### src/udc_pkg.sv
// shared types and constants of the baud divisor calculator
package udc_pkg;

   localparam int BAUD_W       = 24;
   localparam int PCLK_W       = 28;
   localparam int DIVIDEND_W   = 33;
   localparam int DIV_BITS     = DIVIDEND_W;
   localparam int WORD_W       = 16;
   localparam int STATUS_W     = 2;
   localparam int CSR_INDEX_W  = 1;
   localparam int CSR_DATA_W   = PCLK_W;

   localparam int LOW_W        = 19;
   localparam int RECIP_MANT_W = 21;
   localparam int PROD_W       = LOW_W + RECIP_MANT_W;
   localparam int RECIP_MANT_SH = 27;
   localparam int MANT_W       = PROD_W - RECIP_MANT_SH;
   localparam int REM_W        = 7;
   localparam int FRAC_V_W     = 11;
   localparam int RECIP_FRAC_W = 11;
   localparam int FRAC_P_W     = FRAC_V_W + RECIP_FRAC_W;
   localparam int RECIP_FRAC_SH = 17;
   localparam int FRAC_W       = FRAC_P_W - RECIP_FRAC_SH;

   localparam logic [PCLK_W-1:0]       PCLK_RESET   = PCLK_W'(42000000);
   localparam logic [LOW_W-1:0]        DIV_SCALE    = LOW_W'(100);
   localparam logic [FRAC_V_W-1:0]     ROUND_HALF   = FRAC_V_W'(50);
   localparam logic [MANT_W-1:0]       MANT_MAX     = MANT_W'(4095);
   localparam logic [DIVIDEND_W-1:0]   SAT_LIMIT    = DIVIDEND_W'(409600);
   localparam logic [RECIP_MANT_W-1:0] RECIP_MANT   = RECIP_MANT_W'(1342178);
   localparam logic [RECIP_FRAC_W-1:0] RECIP_FRAC   = RECIP_FRAC_W'(1311);
   localparam logic [FRAC_W-1:0]       FRAC_LIM_8   = FRAC_W'(8);
   localparam logic [FRAC_W-1:0]       FRAC_LIM_16  = FRAC_W'(16);
   localparam logic [WORD_W-1:0]       SAT_WORD     = 16'hFFFF;

   localparam logic [STATUS_W-1:0] ST_OK        = 2'd0;
   localparam logic [STATUS_W-1:0] ST_BAUD_ZERO = 2'd1;
   localparam logic [STATUS_W-1:0] ST_SATURATED = 2'd2;

   localparam logic [CSR_INDEX_W-1:0] CSR_PCLK_HZ    = 1'b0;
   localparam logic [CSR_INDEX_W-1:0] CSR_OVER8_MODE = 1'b1;

   // strobe is sampled this many edges after the request edge
   localparam int RSP_LATENCY = DIV_BITS + 4;

   typedef struct packed {
      logic                  valid;
      logic                  zero;
      logic                  over8;
      logic [BAUD_W-1:0]     rem;
      logic [DIVIDEND_W-1:0] dq;
      logic [BAUD_W-1:0]     dvsr;
   } div_cell_type;

endpackage

### src/udc_post.sv
// quotient split into mantissa and rounded fraction, saturation and output register
module udc_post (
   input  logic                           clock,
   input  logic                           reset,
   input  udc_pkg::div_cell_type          quot_in,
   output logic                           rsp_valid,
   output logic [udc_pkg::WORD_W-1:0]     rsp_divisor_word,
   output logic [udc_pkg::STATUS_W-1:0]   rsp_status
);
   import udc_pkg::*;

   // stage 1: range check and reciprocal product
   logic                  p1_valid_ff;
   logic                  p1_zero_ff;
   logic                  p1_over8_ff;
   logic                  p1_big_ff;
   logic [LOW_W-1:0]      p1_x_ff;
   logic [PROD_W-1:0]     p1_prod_ff;
   logic [PROD_W-1:0]     p1_prod_in;
   logic                  p1_big_in;

   // stage 2: mantissa and remainder
   logic                  p2_valid_ff;
   logic                  p2_zero_ff;
   logic                  p2_over8_ff;
   logic                  p2_big_ff;
   logic [MANT_W-1:0]     p2_mant_ff;
   logic [REM_W-1:0]      p2_rem_ff;
   logic [MANT_W-1:0]     p2_mant_in;
   logic [LOW_W-1:0]      p2_rem_full;

   // stage 3: fraction rounding, carry and result
   logic [FRAC_V_W-1:0]   frac_v;
   logic [FRAC_P_W-1:0]   frac_p;
   logic [FRAC_W-1:0]     frac_raw;
   logic                  frac_carry;
   logic [3:0]            frac;
   logic [MANT_W-1:0]     mant_final;
   logic                  sat;
   logic                  out_valid_ff;
   logic [WORD_W-1:0]     out_word_ff;
   logic [STATUS_W-1:0]   out_status_ff;
   logic [WORD_W-1:0]     out_word_in;
   logic [STATUS_W-1:0]   out_status_in;

   always_comb begin
      p1_big_in  = (quot_in.dq >= SAT_LIMIT);
      p1_prod_in = PROD_W'(quot_in.dq[LOW_W-1:0]) * PROD_W'(RECIP_MANT);
   end

   always_comb begin
      p2_mant_in  = p1_prod_ff[PROD_W-1:RECIP_MANT_SH];
      p2_rem_full = p1_x_ff - (LOW_W'(p2_mant_in) * DIV_SCALE);
   end

   always_comb begin
      frac_v = p2_over8_ff ? FRAC_V_W'({p2_rem_ff, 3'b000})
                           : FRAC_V_W'({p2_rem_ff, 4'b0000});
      frac_v = frac_v + ROUND_HALF;
      frac_p = FRAC_P_W'(frac_v) * FRAC_P_W'(RECIP_FRAC);
      frac_raw   = frac_p[FRAC_P_W-1:RECIP_FRAC_SH];
      frac_carry = p2_over8_ff ? (frac_raw >= FRAC_LIM_8) : (frac_raw >= FRAC_LIM_16);
      frac       = frac_carry ? 4'd0 : frac_raw[3:0];
      mant_final = p2_mant_ff + MANT_W'(frac_carry);
      sat        = p2_big_ff || (mant_final > MANT_MAX);
      if (p2_zero_ff) begin
         out_word_in   = '0;
         out_status_in = ST_BAUD_ZERO;
      end else if (sat) begin
         out_word_in   = SAT_WORD;
         out_status_in = ST_SATURATED;
      end else begin
         out_word_in   = {mant_final[WORD_W-5:0], frac};
         out_status_in = ST_OK;
      end
   end

   always_ff @(posedge clock) begin
      if (reset) begin
         p1_valid_ff  <= 1'b0;
         p2_valid_ff  <= 1'b0;
         out_valid_ff <= 1'b0;
      end else begin
         p1_valid_ff  <= quot_in.valid;
         p2_valid_ff  <= p1_valid_ff;
         out_valid_ff <= p2_valid_ff;
      end
   end

   always_ff @(posedge clock) begin
      p1_zero_ff    <= quot_in.zero;
      p1_over8_ff   <= quot_in.over8;
      p1_big_ff     <= p1_big_in;
      p1_x_ff       <= quot_in.dq[LOW_W-1:0];
      p1_prod_ff    <= p1_prod_in;
      p2_zero_ff    <= p1_zero_ff;
      p2_over8_ff   <= p1_over8_ff;
      p2_big_ff     <= p1_big_ff;
      p2_mant_ff    <= p2_mant_in;
      p2_rem_ff     <= p2_rem_full[REM_W-1:0];
      out_word_ff   <= out_word_in;
      out_status_ff <= out_status_in;
   end

   assign rsp_valid        = out_valid_ff;
   assign rsp_divisor_word = out_word_ff;
   assign rsp_status       = out_status_ff;

endmodule

### config.mk
export PLATFORM = sky130hd
export DESIGN_NAME = udc_post
export DESIGN_NICKNAME = d
export VERILOG_FILES = /design/src/udc_pkg.sv /design/src/udc_post.sv
export SDC_FILE = /design/constraint.sdc
export NUM_CORES = 1
export LEC_CHECK = 0
export BUFFER_PORTS_ARGS = -buffer_cell sky130_fd_sc_hd__buf_2
export CAP_MARGIN = 5
export CELL_PAD_IN_SITES_DETAIL_PLACEMENT = 0
export CELL_PAD_IN_SITES_GLOBAL_PLACEMENT = 1
export CORE_MARGIN = 5
export CORE_UTILIZATION = 53
export CTS_BUF_LIST = sky130_fd_sc_hd__clkbuf_8
export CTS_CLUSTER_DIAMETER = 50
export DETAILED_ROUTE_END_ITERATION = 12
export MAX_ROUTING_LAYER = met4
export PLACE_DENSITY = 0.92
export RECOVER_POWER = 100
export SKIP_CTS_REPAIR_TIMING = 1
export SYNTH_ARGS = -nofsm -noshare
export SYNTH_HDL_FRONTEND = slang
export SYNTH_SLANG_ARGS = --single-unit
### constraint.sdc
create_clock -name clock -period 19.93 [get_ports clock]
set_clock_uncertainty 0.15 [all_clocks]
set_input_delay 4.9825 -clock clock [delete_from_list [all_inputs] [get_ports clock]]
set_output_delay 4.9825 -clock clock [all_outputs]
set_load 0.01 [all_outputs]
==> flow_metrics.env <==
export IMPL_grt_met3_usage_pct=3.022
export IMPL_crit_buf_inv=5
export IMPL_dp_hpwl_mm=18.95
export IMPL_synth_ff_type="dfxtp_1"
export IMPL_max_freq_mhz=91.66
export IMPL_slowest_stage="clkbuf_1"
export IMPL_die_area_um2=22800
export IMPL_grt_util_met2_pct=35.70
export IMPL_endpoint_kind="flip-flop"
export IMPL_place_gp_congestion=0.9359
export IMPL_status="finished, final reports clean"
export IMPL_ys_types=56
export IMPL_ant_nets=0
export IMPL_synth_nets=1562
export IMPL_post_drt_wl_per_cell_um=15.32
export IMPL_area_delta_synth_final_pct=6.827
export IMPL_rsz0062_at_grt="false"
export IMPL_slowest_delay_ps=530
export IMPL_clock_sinks=67
export IMPL_start_kind="input port"
export IMPL_htreeDepth=3
export IMPL_die_h_um=151.0
export IMPL_synth_edf_count=0
export IMPL_cts_buffer_depth=2
export IMPL_cts_root_buf="clkbuf_8"
export IMPL_yosys_warnings=0
export IMPL_drc_errors=0
export IMPL_path_class="input port to flip-flop"
export IMPL_antenna_found_initial=0
export IMPL_worst_pin_slew_ps=935.2
export IMPL_slew_headroom_pct=37.65
export IMPL_multi_input_area_um2=8109
export IMPL_top_usage_layer="met2"
export IMPL_path_cells="clkbuf_1 -> ha_1 -> inv_1 -> fa_1 -> inv_1 -> fa_1 -> inv_1 -> fa_1 -> inv_1 -> fa_1 -> fa_1 -> ha_1 -> nand2_1 -> o21ai_0 -> a21oi_1 -> a2111oi_0 -> or4_1 -> nor4b_1 -> a311o_1"
export IMPL_maxSlewViolCount=0
export IMPL_fp_row_count=51
export IMPL_arrival_ps=11000
export IMPL_synth_top_cells_by_area="ha_1, fa_1, dfxtp_1, inv_1, xnor2_1"
export IMPL_postSynthCellCount=1085
export IMPL_via_per_inst=5.220
export IMPL_antennaDiodeCount=0
export IMPL_start_util_pct=53.97
export IMPL_cp_max_fo=10
export IMPL_syn_cell_area_um2=10540
export IMPL_firstDrtPassIters=4
export IMPL_nets=1616
export IMPL_min_period_ps=10910
export IMPL_wl_mm=21.58
export IMPL_drv_cap=0
export IMPL_grt_max_degree=19
export IMPL_synth_top_area_cell="ha_1"
export IMPL_grt_use_met1_pct=26.46
export IMPL_vias=7355
export IMPL_r2r_setup_slack_ps=10780
export IMPL_path_clk_slew_ps=90
export IMPL_cts_tree="done"
export IMPL_grtUsageTotal_pct=21.06
export IMPL_grt_pass1_vias=7817
export IMPL_cts_buffers=9
export IMPL_crit_path_frequent_cell="fa_1"
export IMPL_io_buffer_count=56
export IMPL_min_path_type="flip-flop to flip-flop"
export IMPL_register_area_um2=1341
export IMPL_cp_top_family="adder cells"
export IMPL_ys_ff_latch=67
export IMPL_crit_required_ps=20020
export IMPL_finalSetupViolCount=0
export IMPL_ys_seq_area_share_pct=12.73
export IMPL_fp_dieW_um=151.0
export IMPL_design_core_area_um2=19530
export IMPL_fin_crit_sh_pct=54.74
export IMPL_io_pins=105
export IMPL_async_reset_ff_share_pct=0
export IMPL_grt_pass1_wl_mm=37.13
export IMPL_layout_commonest_cell="inv_1"
export IMPL_nFillCells=1753
export IMPL_avgSynthCellArea_um2=9.712
export IMPL_fin_setup_tns_ps=0
export IMPL_drt_iter0_drc=263
export IMPL_drive_gt1_share_pct=4.720
export IMPL_clock_latency_ps=350
export IMPL_synth_top_cell_area_share_pct=29.21
export IMPL_finalHoldViolCount=0
export IMPL_layout_common_cells="inv_1, ha_1, fa_1"
export IMPL_grt_overflow=0
## area by class of cell
cell class	count	share of cell area (%)
Clock buffer	9	1.100
Clock inverter	7	0.6780
Inverter	274	9.136
Multi-Input combinational cell	731	72.04
Sequential cell	67	11.92
Tap cell	265	2.945
Timing Repair Buffer	56	2.190
## state kept, by name, indices dropped and copies added (netlist names), 2 cells and up
signal,count
p1_x_ff,7
p2_mant_ff,13
rsp_status,2
rsp_divisor_word,16
p1_prod_ff,13
p2_rem_ff,7
## metal layers
layer | wire [um] | vias to the layer above
li1 | - | 3636
met1 | 9659 | 3529
met2 | 10570 | 156
met3 | 889 | 34
met4 | 465 | 0
met5 | 0 | -
## worst reg2reg max path, delay by kind of cell, from the launching register on
kind	cells	cell delay, ps
DFF	1	660
AOI/OAI and AO/OA	5	1580
adders and majority gates	9	3150
buffers and inverters	2	90
muxes	2	690
and+or+nand+nor	11	2430
xor gates and xnor gates	2	270
## cells in the mapped netlist, types with 6 or more instances
library cell	number
xor2_1	15
ha_1	246
nor4_1	9
o21a_1	6
a211oi_1	7
nor2b_1	9
xnor2_1	29
fa_1	145
nand3_1	19
nand4_1	15
inv_1	273
nor3_1	12
nor2_1	28
o21ai_0	20
mux2i_1	8
nand2_1	36
clkbuf_1	9
a21oi_1	46
a21o_1	17
dfxtp_1	67
## path summary, 6_finish.rpt
| path | start | to | cells past startpoint |
|---|---|---|---|
| setup / recovery | quot_in[28] | p1_prod_ff[38]$_DFF_P_ | 19 |
| hold / removal | p1_prod_ff[33]$_DFF_P_ | p2_mant_ff[6]$_DFF_P_ | 0 |
| setup reg to reg | p2_over8_ff$_DFF_P_ | rsp_divisor_word[1]$_SDFF_PP0_ | 31 |
| hold reg to reg | p1_prod_ff[33]$_DFF_P_ | p2_mant_ff[6]$_DFF_P_ | 0 |
## through the flow
stage | area (um^2) | std cells | setup WS, ps | hold slack, ps | utilization, %
6_report | 11260 | 1409 | 9021 | 179.7 | 57.65
4_1_cts | 11300 | 1409 | 9398 | 181.7 | 57.86
3_5_place_dp | 11100 | 1393 | 9006 | 162.1 | 56.83
5_1_grt | 11260 | 1409 | 8801 | 185.6 | 57.65
2_1_floorplan | 10540 | 1085 | 9601 | 159.6 | -
3_3_place_gp | 11100 | 1393 | 9052 | 159.9 | 56.83
## logic make-up (layout without fill, tap and decap cells)
group / after synthesis / after routing / share of synthesized area (%)
buf+inv: 287 / 346 / 10.26
flops: 67 / 67 / 12.73
fa+ha+maj: 391 / 391 / 56.76
simple gates: 150 / 150 / 7.219
mux: 9 / 9 / 0.8905
xor+xnor: 44 / 44 / 3.657
compound gates: 137 / 137 / 8.490
Power is left out: the tool's default activity adds up to more than one toggle a clock period on the data nets, which glitch-free logic cannot reach.
