### src/udc_pkg.sv
// shared types and constants of the baud divisor calculator
package udc_pkg;

   localparam int BAUD_W       = 24;
   localparam int PCLK_W       = 28;
   localparam int DIVIDEND_W   = 33;
   localparam int DIV_BITS     = DIVIDEND_W;
   localparam int WORD_W       = 16;
   localparam int STATUS_W     = 2;
   localparam int CSR_INDEX_W  = 1;
   localparam int CSR_DATA_W   = PCLK_W;

   localparam int LOW_W        = 19;
   localparam int RECIP_MANT_W = 21;
   localparam int PROD_W       = LOW_W + RECIP_MANT_W;
   localparam int RECIP_MANT_SH = 27;
   localparam int MANT_W       = PROD_W - RECIP_MANT_SH;
   localparam int REM_W        = 7;
   localparam int FRAC_V_W     = 11;
   localparam int RECIP_FRAC_W = 11;
   localparam int FRAC_P_W     = FRAC_V_W + RECIP_FRAC_W;
   localparam int RECIP_FRAC_SH = 17;
   localparam int FRAC_W       = FRAC_P_W - RECIP_FRAC_SH;

   localparam logic [PCLK_W-1:0]       PCLK_RESET   = PCLK_W'(42000000);
   localparam logic [LOW_W-1:0]        DIV_SCALE    = LOW_W'(100);
   localparam logic [FRAC_V_W-1:0]     ROUND_HALF   = FRAC_V_W'(50);
   localparam logic [MANT_W-1:0]       MANT_MAX     = MANT_W'(4095);
   localparam logic [DIVIDEND_W-1:0]   SAT_LIMIT    = DIVIDEND_W'(409600);
   localparam logic [RECIP_MANT_W-1:0] RECIP_MANT   = RECIP_MANT_W'(1342178);
   localparam logic [RECIP_FRAC_W-1:0] RECIP_FRAC   = RECIP_FRAC_W'(1311);
   localparam logic [FRAC_W-1:0]       FRAC_LIM_8   = FRAC_W'(8);
   localparam logic [FRAC_W-1:0]       FRAC_LIM_16  = FRAC_W'(16);
   localparam logic [WORD_W-1:0]       SAT_WORD     = 16'hFFFF;

   localparam logic [STATUS_W-1:0] ST_OK        = 2'd0;
   localparam logic [STATUS_W-1:0] ST_BAUD_ZERO = 2'd1;
   localparam logic [STATUS_W-1:0] ST_SATURATED = 2'd2;

   localparam logic [CSR_INDEX_W-1:0] CSR_PCLK_HZ    = 1'b0;
   localparam logic [CSR_INDEX_W-1:0] CSR_OVER8_MODE = 1'b1;

   // strobe is sampled this many edges after the request edge
   localparam int RSP_LATENCY = DIV_BITS + 4;

   typedef struct packed {
      logic                  valid;
      logic                  zero;
      logic                  over8;
      logic [BAUD_W-1:0]     rem;
      logic [DIVIDEND_W-1:0] dq;
      logic [BAUD_W-1:0]     dvsr;
   } div_cell_type;

endpackage

### src/udc_div_cell.sv
// one restoring divider cell: one quotient bit per stage
module udc_div_cell (
   input  logic                 clock,
   input  logic                 reset,
   input  udc_pkg::div_cell_type cell_in,
   output udc_pkg::div_cell_type cell_out
);
   import udc_pkg::*;

   logic [BAUD_W:0] trial;
   logic [BAUD_W:0] diff;
   logic            fits;
   logic            valid_ff;
   div_cell_type    data_in;
   div_cell_type    data_ff;

   always_comb begin
      trial   = {cell_in.rem, cell_in.dq[DIVIDEND_W-1]};
      diff    = trial - {1'b0, cell_in.dvsr};
      fits    = (trial >= {1'b0, cell_in.dvsr});
      data_in = cell_in;
      data_in.rem = fits ? diff[BAUD_W-1:0] : trial[BAUD_W-1:0];
      data_in.dq  = {cell_in.dq[DIVIDEND_W-2:0], fits};
   end

   always_ff @(posedge clock) begin
      if (reset) begin
         valid_ff <= 1'b0;
      end else begin
         valid_ff <= cell_in.valid;
      end
   end

   always_ff @(posedge clock) begin
      data_ff <= data_in;
   end

   always_comb begin
      cell_out       = data_ff;
      cell_out.valid = valid_ff;
   end

endmodule

### config.mk
export PLATFORM = sky130hd
export DESIGN_NAME = udc_div_cell
export DESIGN_NICKNAME = d
export VERILOG_FILES = /design/src/udc_pkg.sv /design/src/udc_div_cell.sv
export SDC_FILE = /design/constraint.sdc
export NUM_CORES = 1
export LEC_CHECK = 0
export ABC_AREA = 1
export BUFFER_PORTS_ARGS = -buffer_cell sky130_fd_sc_hd__buf_4
export CORE_UTILIZATION = 43
export CTS_CLUSTER_DIAMETER = 200
export DETAILED_ROUTE_END_ITERATION = 16
export PLACE_DENSITY = 0.74
export SETUP_SLACK_MARGIN = 0.02
export SYNTH_ARGS = -nofsm -noshare
export SYNTH_HDL_FRONTEND = slang
export SYNTH_SLANG_ARGS = --single-unit
export TNS_END_PERCENT = 5
### constraint.sdc
create_clock -name clock -period 1.42 [get_ports clock]
set_input_delay 0.071 -clock clock [delete_from_list [all_inputs] [get_ports clock]]
set_output_delay 0.071 -clock clock [all_outputs]
set_load 0.02 [all_outputs]
==> results of run 1 <==
flip-flops by register name, summed over array words and instances, names as in the netlist:
register,count
valid_ff,1
cell_out,83
kinds of logic after synthesis:
kind of cell               share of synthesized area
xor gates and xnor gates                      0.0237
buffers and inverters                          0.123
DFF                                            0.414
adders and majority gates                     0.0789
and+or+nand+nor                                0.342
AOI/OAI and AO/OA                             0.0182
per-layer routing:
layer / part of all wire / vias up / track usage
met5: 0 / - / 0
met3: 0.068 / 46 / 0.0661
met4: 0.030 / 0 / 0.114
met2: 0.49 / 236 / 0.605
li1: - / 2386 / -
met1: 0.41 / 2238 / 0.397
repair_timing:
item,CTS,global route
endpoints found under the setup margin,0,21
setup buffers,0,5
hold buffers,78,0
gates resized for setup,0,33
hold endpoints to repair,77,0
cell usage after synthesis, drive strengths merged:
cell    number
ha          24
dfxtp       84
nand4       31
nand3b       1
inv        116
nor3         4
nand3       29
o21a         1
nand2      215
and2         1
nor2        31
buf          9
fa           1
a21oi       11
xor2        10
xnor2        1
power breakdown:
| group | total, uW | internal (uW) | switching (uW) |
|---|---|---|---|
| Clock | 1780 | 720 | 1060 |
| Sequential | 2660 | 2580 | 81.5 |
| Combinational | 2520 | 1220 | 1300 |
| Total | 6960 | 4520 | 2440 |
final timing paths:
path	from	endpoint	slack, ns	cells past startpoint
hold / removal	cell_in[64]	cell_out[65]$_DFF_P_	-0.006	3
setup / recovery	cell_in[76]	cell_out[68]$_DFF_P_	0.05	11
cell type report:
class / count / area [um^2]
Inverter: 116 / 445
Tap cell: 111 / 139
Timing Repair Buffer: 324 / 2680
Multi-Input combinational cell: 360 / 2290
Clock buffer: 10 / 138
Fill cell: 612 / 1770
Clock inverter: 6 / 55.1
Sequential cell: 84 / 1680
metrics by stage:
step | std cells | worst slack [ns] | TNS, ns | hold slack, ns
6_report | 1011 | 0.0483 | 0 | -0.00637
5_1_grt | 1011 | -0.00903 | -0.0197 | 0.0307
4_1_cts | 1005 | 0.0464 | 0 | 0.00100
3_5_place_dp | 911 | -0.340 | -7.84 | 0.177
3_3_place_gp | 911 | -0.321 | -7.38 | 0.176
2_1_floorplan | 569 | 0.00916 | 0 | 0.0987
==> metrics.yaml, run 1 <==
outcome:
  outcome: "finished with violations"
  violations: "hold timing"
grt:
  antenna_found_initial: 0
  grt_max_degree: 17
  grt_pass1_wl_mm: 25.2
  grt_pass1_vias: 4963
  grt-ovfl-total: 0
  grt_use_total: 0.335
place:
  place_congestion: 0.911
  port_buffers: 169
  dp.final_hpwl_mm: 10.6
  dpl_cell_area_mm2: 0.00629
clock_network:
  cts_tree: "built"
  h-tree-depth: 3
  clockBufferDepth: 2
  cts_num_sinks: 84
  cts_buffers: 9
  clk_pin_slew_ns: 0.09
  cts_root_buffer: "clkbuf_8"
timing:
  finalCritPeriodShare: 0.966
  max_slew.worst_pin.slew_ns: 0.340
  maxSlewHeadroom: 0.772
  whs_ns: -0.00637
  report.final.slew_viol_count: 0
  setup_viol: 0
  rsz0062_at_grt: "yes"
  hold_viol_final: 1
  period_needed_ns: 1.37
  max_freq_mhz: 729
routing:
  routed_wl_mm: 16.4
  post_drt_wl_per_cell_um: 16.2
  via_per_inst: 4.85
  drtPass1Iterations: 5
  drc_errors: 0
  ant_nets: 0
  vias: 4906
  dr.first_iter.drc_count: 302
die:
  rows: 35
  initial_core_util: 0.441
  die_h_um: 99.2
  ios: 170
  core-area_mm2: 0.00920
  die_area_mm2: 0.00983
  die_x_um: 99.2
setup_path:
  cp_slowest_cell: "nor3_4"
  cp-end-kind: "flip-flop"
  cp_max_fo: 8
  cp_cell_sequence: "buf_4 > ha_4 > nand2_4 > nor2_4 > inv_2 > nor3_4 > nand3_4 > nand3_4 > buf_12 > nand2_4 > nand2_2"
  crit_arrival_ns: 1.68
  worstPathRequired_ns: 1.73
  criticalPathCategory: "primary input to flip-flop"
  start_kind: "primary input"
  max_stage_delay_ns: 0.32
  crit_family: "simple AND/OR/NAND/NOR gates"
  cp.buffers_inverters: 3
synth:
  ys_seq_elements: 84
  syn_area_mm2: 0.00406
  ys_types: 28
  synth.avg_cell_area_um2: 7.14
  synth_largest_area_cell: "dfxtp_1"
  ys_warn_count: 0
  syn_inst: 569
  seq_area_frac_synth: 0.414
  synth_top_area_frac: 0.414
  synthTopCellsByArea: "dfxtp_1 41%, nand2_1 19%, inv_1 10%"
  syn_nets: 680
finish:
  drive_gt1_frac: 0.391
  area_delta_synth_final_pct: 83.0
  final_common_cell: "buf_4"
  fin_util: 0.808
  final_cell_mix: "240 x buf_4, 186 x nand2_1, 101 x inv_1, 84 x dfxtp_1, 78 x dlygate4sd3_1"
  final_cell_area_mm2: 0.00743
  n_antenna_cell: 0
  fin_nets: 1006
power_and_ir_drop:
  vdd_drop_max_uv: 598
  power_density_mw_per_mm2: 937
  leakage_uw: 0.00401
  p_total_uw: 6960
worst_hold_path:
  hold_path.class: "primary input to flip-flop"
flow_run:
  maxCapViolCount: 0
(Power assumes the default switching activity.)
==> inputs of run 2 (changes only) <==
--- a/config.mk
+++ b/config.mk
@@ -7,6 +7,7 @@
 export LEC_CHECK = 0
 export ABC_AREA = 1
 export BUFFER_PORTS_ARGS = -buffer_cell sky130_fd_sc_hd__buf_4
+export CORE_MARGIN = 2
 export CORE_UTILIZATION = 43
 export CTS_CLUSTER_DIAMETER = 200
 export DETAILED_ROUTE_END_ITERATION = 16
==> run 2 against run 1 <==
The run now ends clean. Utilization shrank 1.6 points. Clock power shrank 3%. Cell count shrank 1.6%. Sequential power is essentially flat. Setup slack lost 0.024 ns. Combinational power shrank 2%. Count of clock-buffer cells in the layout is the same. Global-route usage shrank 1.9 points. Routed wire length shrank 0.40%. Sequential share of layout area grew 0.44 points.
==> metrics.yaml, run 2 (synthesized netlist as in run 1, its figures left out) <==
place:
  port_buffers: 169  # unchanged
  dp.final_hpwl_mm: 10.6  # about the same
  place_congestion: 0.947  # was 0.911
  dp.cells: 903  # was 911
die:
  rows: 35  # unchanged
  core-area_mm2: 0.00920  # unchanged
  die_area_mm2: 0.0102  # was 0.00983 mm^2
  initial_core_util: 0.441  # unchanged
  ios: 170  # unchanged
  die_x_um: 101  # was 99.2 um
  die_h_um: 101  # was 99.2 um
routing:
  routed_wl_mm: 16.3  # was 16.4 mm
  drc_errors: 0  # unchanged
  drtPass1Iterations: 4  # was 5
  ant_nets: 0  # unchanged
  dr.first_iter.drc_count: 214  # was 302
  vias: 4816  # was 4,906
  met2_length_mm: 7.74  # was 8.07 mm
  post_drt_wl_per_cell_um: 16.4  # was 16.2 um
  via_per_inst: 4.84  # was 4.85
  wl_met3_mm: 1.17  # was 1.11 mm
  m1WireLength_mm: 6.81  # was 6.69 mm
  top_layer_used: "met4"  # unchanged
timing:
  maxSlewHeadroom: 0.781  # was 0.772
  whs_ns: 0.0110  # was -0.00637 ns
  max_slew.worst_pin.slew_ns: 0.329  # was 0.340 ns
  report.final.slew_viol_count: 0  # unchanged
  hold_viol_final: 0  # was 1
  setup_viol: 0  # unchanged
  rsz0062_at_grt: "yes"  # unchanged
  finalCritPeriodShare: 0.983  # was 0.966
  period_needed_ns: 1.40  # was 1.37 ns
  max_freq_mhz: 717  # was 729 MHz
clock_network:
  cts_buffers: 9  # unchanged
  clk_pin_slew_ns: 0.09  # about the same
  clockBufferDepth: 2  # unchanged
  cts_root_buffer: "clkbuf_8"  # unchanged
  cts_tree: "built"  # unchanged
  cts_num_sinks: 84  # unchanged
  h-tree-depth: 3  # unchanged
setup_path:
  cp-end-kind: "flip-flop"  # unchanged
  crit_arrival_ns: 1.63  # was 1.68 ns
  criticalPathCategory: "primary input to flip-flop"  # unchanged
  worstPathRequired_ns: 1.66  # was 1.73 ns
  start_kind: "primary input"  # unchanged
  crit_start: "cell_in[14]"  # was cell_in[76]
  cp_max_fo: 7  # was 8
worst_hold_path:
  whs_endpoint: "cell_out[74]$_DFF_P_"  # was cell_out[65]$_DFF_P_
  hold_path.startpoint: "cell_in[73]"  # was cell_in[64]
  holdPathStages: 3  # unchanged
  hold_path.class: "primary input to flip-flop"  # unchanged
finish:
  largest_reg_flops: 83  # unchanged
  seq_area_mm2: 0.00168  # unchanged
  fin_cells: 995  # was 1,011
  final_cell_mix: "228 x buf_4, 181 x nand2_1, 99 x inv_1, 84 x dfxtp_1, 74 x dlygate4sd3_1"  # was 240 x buf_4, 186 x nand2_1, 101 x inv_1, 84 x dfxtp_1, 78 x dlygate4sd3_1
  final_common_cell: "buf_4"  # unchanged
  multi_input_area_mm2: 0.00227  # was 0.00229 mm^2
  n_antenna_cell: 0  # unchanged
  fin_util: 0.792  # was 0.808
  drive_gt1_frac: 0.385  # was 0.391
  fin_nets: 990  # was 1,006
  area_delta_synth_final_pct: 79.4  # was 83.0%
  fillers: 622  # was 612
power_and_ir_drop:
  power_frac_comb: 0.360  # was 0.362
  seqPwrFrac: 0.388  # was 0.382
  power_density_mw_per_mm2: 938  # was 937 mW/mm^2
  clkPwrFrac: 0.252  # was 0.256
  switching_share: 0.346  # was 0.351
  netSwitchingPower_uw: 2360  # was 2440 uW
  vdd_drop_max_uv: 544  # was 598 uV
  leakage_uw: 0.00393  # was 0.00401 uW
  p_int_uw: 4470  # was 4520 uW
grt:
  grt_pass1_vias: 4935  # was 4,963
  grt-ovfl-total: 0  # unchanged
  grt_max_degree: 17  # unchanged
  grt_use_total: 0.316  # was 0.335
  grt_pass1_wl_mm: 24.7  # was 25.2 mm
  antenna_found_initial: 0  # unchanged
flow_run:
  maxCapViolCount: 0  # unchanged
outcome:
  outcome: "finished clean"  # was finished with violations
-- run 2: cell types whose count changed in the layout (fill, tap and decap cells not counted), sizes merged --
| cell | previous run | this run |
|---|---|---|
| dlygate4sd3 | 78 | 74 |
| buf | 245 | 233 |
-- run 2: power by group through the flow --
stage / sequential [uW] / clock [uW] / combinational, uW
after global routing: 2670 / 1820 / 2660
final: 2650 / 1720 / 2460
after CTS: 2640 / 1730 / 2330
after floorplan: 2970 / 0 / 890
after global placement: 2690 / 0 / 2130
after detailed placement: 2700 / 0 / 2160
-- run 2: worst max-delay path by stage --
stage	endpoint	slack (ns)	cells after the start
after floorplan	cell_out[66]$_DFF_P_	0.009	11
after global placement	cell_out[60]$_DFF_P_	-0.29	11
after detailed placement	cell_out[64]$_DFF_P_	-0.32	11
after CTS	cell_out[64]$_DFF_P_	0.05	11
after global routing	cell_out[68]$_DFF_P_	-0.02	14
final	cell_out[68]$_DFF_P_	0.02	14
-- run 2: per-layer routing --
metal	up-vias	track usage
li1	2352	-
met3	48	0.0745
met2	215	0.538
met5	-	0
met4	0	0.134
met1	2201	0.381
-- run 2: per-stage QoR --
step | cell area, um^2 | worst slack, ns | setup TNS (ns) | power (uW)
2_1_floorplan | 4410 | 0.00916 | 0 | 3860
3_3_place_gp | 6230 | -0.294 | -6.91 | 4830
3_5_place_dp | 6230 | -0.317 | -7.01 | 4860
4_1_cts | 7160 | 0.0491 | 0 | 6710
5_1_grt | 7290 | -0.0197 | -0.0268 | 7150
6_report | 7290 | 0.0247 | 0 | 6840
-- run 2: area by class of cell --
cell class | count | area share
well taps | 111 | 0.0191
multi-input cells | 360 | 0.312
clock buffers | 10 | 0.0189
repair buffers | 308 | 0.350
clock inverters | 6 | 0.00756
flip-flops and latches | 84 | 0.231
inverters | 116 | 0.0615
-- run 2: critical path: stages --
cell and delay [ns]:
buf_4 0.12, inv_4 0.07, ha_4 0.23, nand2_2 0.10
nand2_2 0.08, nand2_1 0.06, nand2_1 0.08, inv_2 0.06
nand2_2 0.06, a21oi_4 0.21, nand3_4 0.16, buf_12 0.18
nand2_2 0.07, nand2_1 0.07
-- run 2: timing repair --
item                                   CTS  global route
gates resized for setup                  0            34
setup endpoints to repair                0            24
hold buffers                            73             1
setup buffers                            0             1
endpoints found under the hold margin   72             1
==> inputs of run 3 (changes only) <==
--- a/config.mk
+++ b/config.mk
@@ -5,13 +5,13 @@
 export SDC_FILE = /design/constraint.sdc
 export NUM_CORES = 1
 export LEC_CHECK = 0
-export ABC_AREA = 1
+export ABC_AREA = 0
 export BUFFER_PORTS_ARGS = -buffer_cell sky130_fd_sc_hd__buf_4
 export CORE_MARGIN = 2
-export CORE_UTILIZATION = 43
+export CORE_UTILIZATION = 41
 export CTS_CLUSTER_DIAMETER = 200
 export DETAILED_ROUTE_END_ITERATION = 16
-export PLACE_DENSITY = 0.74
+export PLACE_DENSITY = 0.8
 export SETUP_SLACK_MARGIN = 0.02
 export SYNTH_ARGS = -nofsm -noshare
 export SYNTH_HDL_FRONTEND = slang
==> run 3 against run 2 <==
The run now ends with setup timing left. Largest power group unchanged. Die area decreased by 9.8%. Power increased by 4.0%. Sequential share of layout area increased by 1.3 points. Cell count decreased by 22%. Worst hold slack improved by 0.056 ns.
==> metrics.yaml, run 3 <==
routing:
  dr.first_iter.drc_count: 132  # was 214
  vias: 3959  # was 4,816
  via_per_inst: 5.07  # was 4.84
  ant_nets: 0  # unchanged
  routed_wl_mm: 14.4  # was 16.3 mm
  drtPass1Iterations: 4  # unchanged
  post_drt_wl_per_cell_um: 18.5  # was 16.4 um
  drc_errors: 0  # unchanged
synth:
  yosys.area_share.simple: 0.0885  # was 0.342
  synth_xor_area_frac: 0.0453  # was 0.0237
  ys_warn_count: 0  # unchanged
  synth.avg_cell_area_um2: 10.5  # was 7.14 um^2
  synth_top_area_frac: 0.483  # was 0.414
  ys_types: 48  # was 28
  syn_area_mm2: 0.00348  # was 0.00406 mm^2
  synth_compound_area_frac: 0.162  # was 0.0182
  syn_inst: 330  # was 569
  synth_common_cells: "84 x dfxtp_1, 32 x inv_1, 24 x ha_1"  # was 204 x nand2_1, 113 x inv_1, 84 x dfxtp_1
  ys.flop_type: "dfxtp_1"  # unchanged
  ys_seq_elements: 84  # unchanged
  ys_async_sr_fraction: 0  # unchanged
  seq_area_frac_synth: 0.483  # was 0.414
  syn_nets: 441  # was 680
  synth_fa_ha_area_frac: 0.0921  # was 0.0789
  synth_edf_count: 0  # unchanged
  synth_largest_area_cell: "dfxtp_1"  # unchanged
  yosys.cell_count.top_type: "dfxtp_1"  # was nand2_1
  synthTopCellsByArea: "dfxtp_1 48%, ha_1 8.6%, mux2_1 4.5%"  # was dfxtp_1 41%, nand2_1 19%, inv_1 10%
  synth_top_family_by_area: "compound AO/OA/AOI/OAI gates"  # was simple AND/OR/NAND/NOR gates
  synthMuxAreaShare: 0.0788  # was 0
setup_path:
  worstPathRequired_ns: 1.69  # was 1.66 ns
  cp_max_fo: 3  # was 7
  start_kind: "primary input"  # unchanged
  cp-end-kind: "flip-flop"  # unchanged
  criticalPathCategory: "primary input to flip-flop"  # unchanged
  crit_arrival_ns: 2.24  # was 1.63 ns
  crit_end: "cell_out[75]$_DFF_P_"  # was cell_out[68]$_DFF_P_
  crit_start: "cell_in[56]"  # was cell_in[14]
power_and_ir_drop:
  leakage_uw: 0.00336  # was 0.00393 uW
  vdd_drop_max_uv: 687  # was 544 uV
  p_total_uw: 7110  # was 6840 uW
  power_density_mw_per_mm2: 1030  # was 938 mW/mm^2
timing:
  max_slew.worst_pin.slew_ns: 0.420  # was 0.329 ns
  report.final.slew_viol_count: 0  # unchanged
  period_needed_ns: 1.97  # was 1.40 ns
  finalCritPeriodShare: 1.39  # was 0.983
  max_freq_mhz: 507  # was 717 MHz
  hold_viol_final: 0  # unchanged
  maxSlewHeadroom: 0.716  # was 0.781
  fin_tns_setup_ns: -11.73  # was 0 ns
  setup_viol: 25  # was 0
  rsz0062_at_grt: "yes"  # unchanged
  fin_ws_ns: -0.553  # was 0.0247 ns
place:
  place_congestion: 0.831  # was 0.947
  dp.final_hpwl_mm: 8.30  # was 10.6 mm
  port_buffers: 169  # unchanged
finish:
  fin_util: 0.841  # was 0.792
  final_cell_mix: "250 x buf_4, 84 x dfxtp_1, 82 x dlygate4sd3_1, 22 x inv_1, 15 x nand2_1"  # was 228 x buf_4, 181 x nand2_1, 99 x inv_1, 84 x dfxtp_1, 74 x dlygate4sd3_1
  final_common_cell: "buf_4"  # unchanged
  fin_nets: 782  # was 990
  largest_reg_flops: 83  # unchanged
  drive_gt1_frac: 0.501  # was 0.385
  fillers: 440  # was 622
  area_delta_synth_final_pct: 98.6  # was 79.4%
  n_antenna_cell: 0  # unchanged
grt:
  grt_max_degree: 16  # was 17
  antenna_found_initial: 0  # unchanged
  grt_use_total: 0.308  # was 0.316
  grt-ovfl-total: 0  # unchanged
  grt_pass1_vias: 4251  # was 4,935
  grt_pass1_wl_mm: 21.2  # was 24.7 mm
die:
  core-area_mm2: 0.00822  # was 0.00920 mm^2
  initial_core_util: 0.423  # was 0.441
  die_area_mm2: 0.00924  # was 0.0102 mm^2
  die_x_um: 96.1  # was 101 um
  die_h_um: 96.1  # was 101 um
  rows: 33  # was 35
  ios: 170  # unchanged
clock_network:
  h-tree-depth: 3  # unchanged
  clk_pin_slew_ns: 0.10  # was 0.09 ns
  cts_num_sinks: 84  # unchanged
  cts_root_buffer: "clkbuf_8"  # unchanged
  cts_tree: "built"  # unchanged
  cts_buffers: 9  # unchanged
  clockBufferDepth: 2  # unchanged
flow_run:
  maxCapViolCount: 0  # unchanged
outcome:
  outcome: "finished with violations"  # was finished clean
  violations: "setup timing"
worst_hold_path:
  hold_path.class: "primary input to flip-flop"  # unchanged
run 3: metrics by stage:
step	area, um^2	setup WS (ns)	hold WS, ns	cells
5_1_grt	6910	-0.579	0.0514	781
2_1_floorplan	3590	-0.686	0.0987	330
6_report	6910	-0.553	0.0674	781
3_3_place_gp	5580	-0.911	0.176	678
3_5_place_dp	5580	-0.983	0.176	678
4_1_cts	6840	-0.418	0.0501	779
run 3: logic make-up (layout without fill, tap and decap cells):
kind of cell | after synthesis | after routing
flip-flops | 84 | 84
AO/OA/AOI/OAI | 74 | 74
AND/OR/NAND/NOR | 63 | 63
buffers and inverters | 41 | 387
adder cells (fa/ha/maj) | 25 | 25
multiplexers | 25 | 25
XOR/XNOR | 18 | 18
run 3: critical path, stage by stage:
cell       delay [ns]
buf_4            0.12
inv_4            0.05
ha_4             0.13
fa_2             0.23
nor2b_2          0.07
o2111ai_2        0.25
a31oi_2          0.16
a2111o_1         0.53
a31oi_2          0.25
xnor2_1          0.11
mux2_4           0.26
run 3: worst min path at each step:
stage / slack [ns] / depth (start not counted) / from / end
detailed placement: 0.18 / 1 / cell_in[26] / cell_out[27]$_DFF_P_
global placement: 0.18 / 1 / cell_in[40] / cell_out[41]$_DFF_P_
global route: 0.05 / 3 / cell_in[76] / cell_out[77]$_DFF_P_
CTS: 0.05 / 3 / cell_in[76] / cell_out[77]$_DFF_P_
finish: 0.07 / 3 / cell_in[76] / cell_out[77]$_DFF_P_
floorplan: 0.1 / 0 / cell_in[0] / cell_out[0]$_DFF_P_
run 3: layout make-up:
class,count,area (um^2),area share
tap,105,131,0.0190
timing repair buffer,339,2790,0.405
inverter,32,133,0.0192
clock buffer,10,128,0.0185
clock inverter,6,71.3,0.0103
sequential,84,1680,0.243
multi-input combinational,205,1970,0.285
run 3: per-layer routing:
| layer | vias up | wire length (um) | global-route usage |
|---|---|---|---|
| li1 | 1849 | - | - |
| met1 | 1894 | 5200 | 0.321 |
| met2 | 174 | 7640 | 0.587 |
| met3 | 42 | 1080 | 0.0650 |
| met4 | 0 | 504 | 0.136 |
| met5 | - | 0 | 0 |
run 3: power by group:
part / switching, uW / total [uW] / internal, uW
clock: 996 / 1830 / 831
sequential: 87.6 / 2680 / 2600
combinational: 1210 / 2600 / 1390
run 3: what timing repair did:
item	4_1_cts	5_1_grt
buffers inserted	3	2
resized for setup	44	12
hold endpoints to repair	81	0
pin swaps	12	7
endpoints found under the setup margin	25	25
hold buffers	82	0
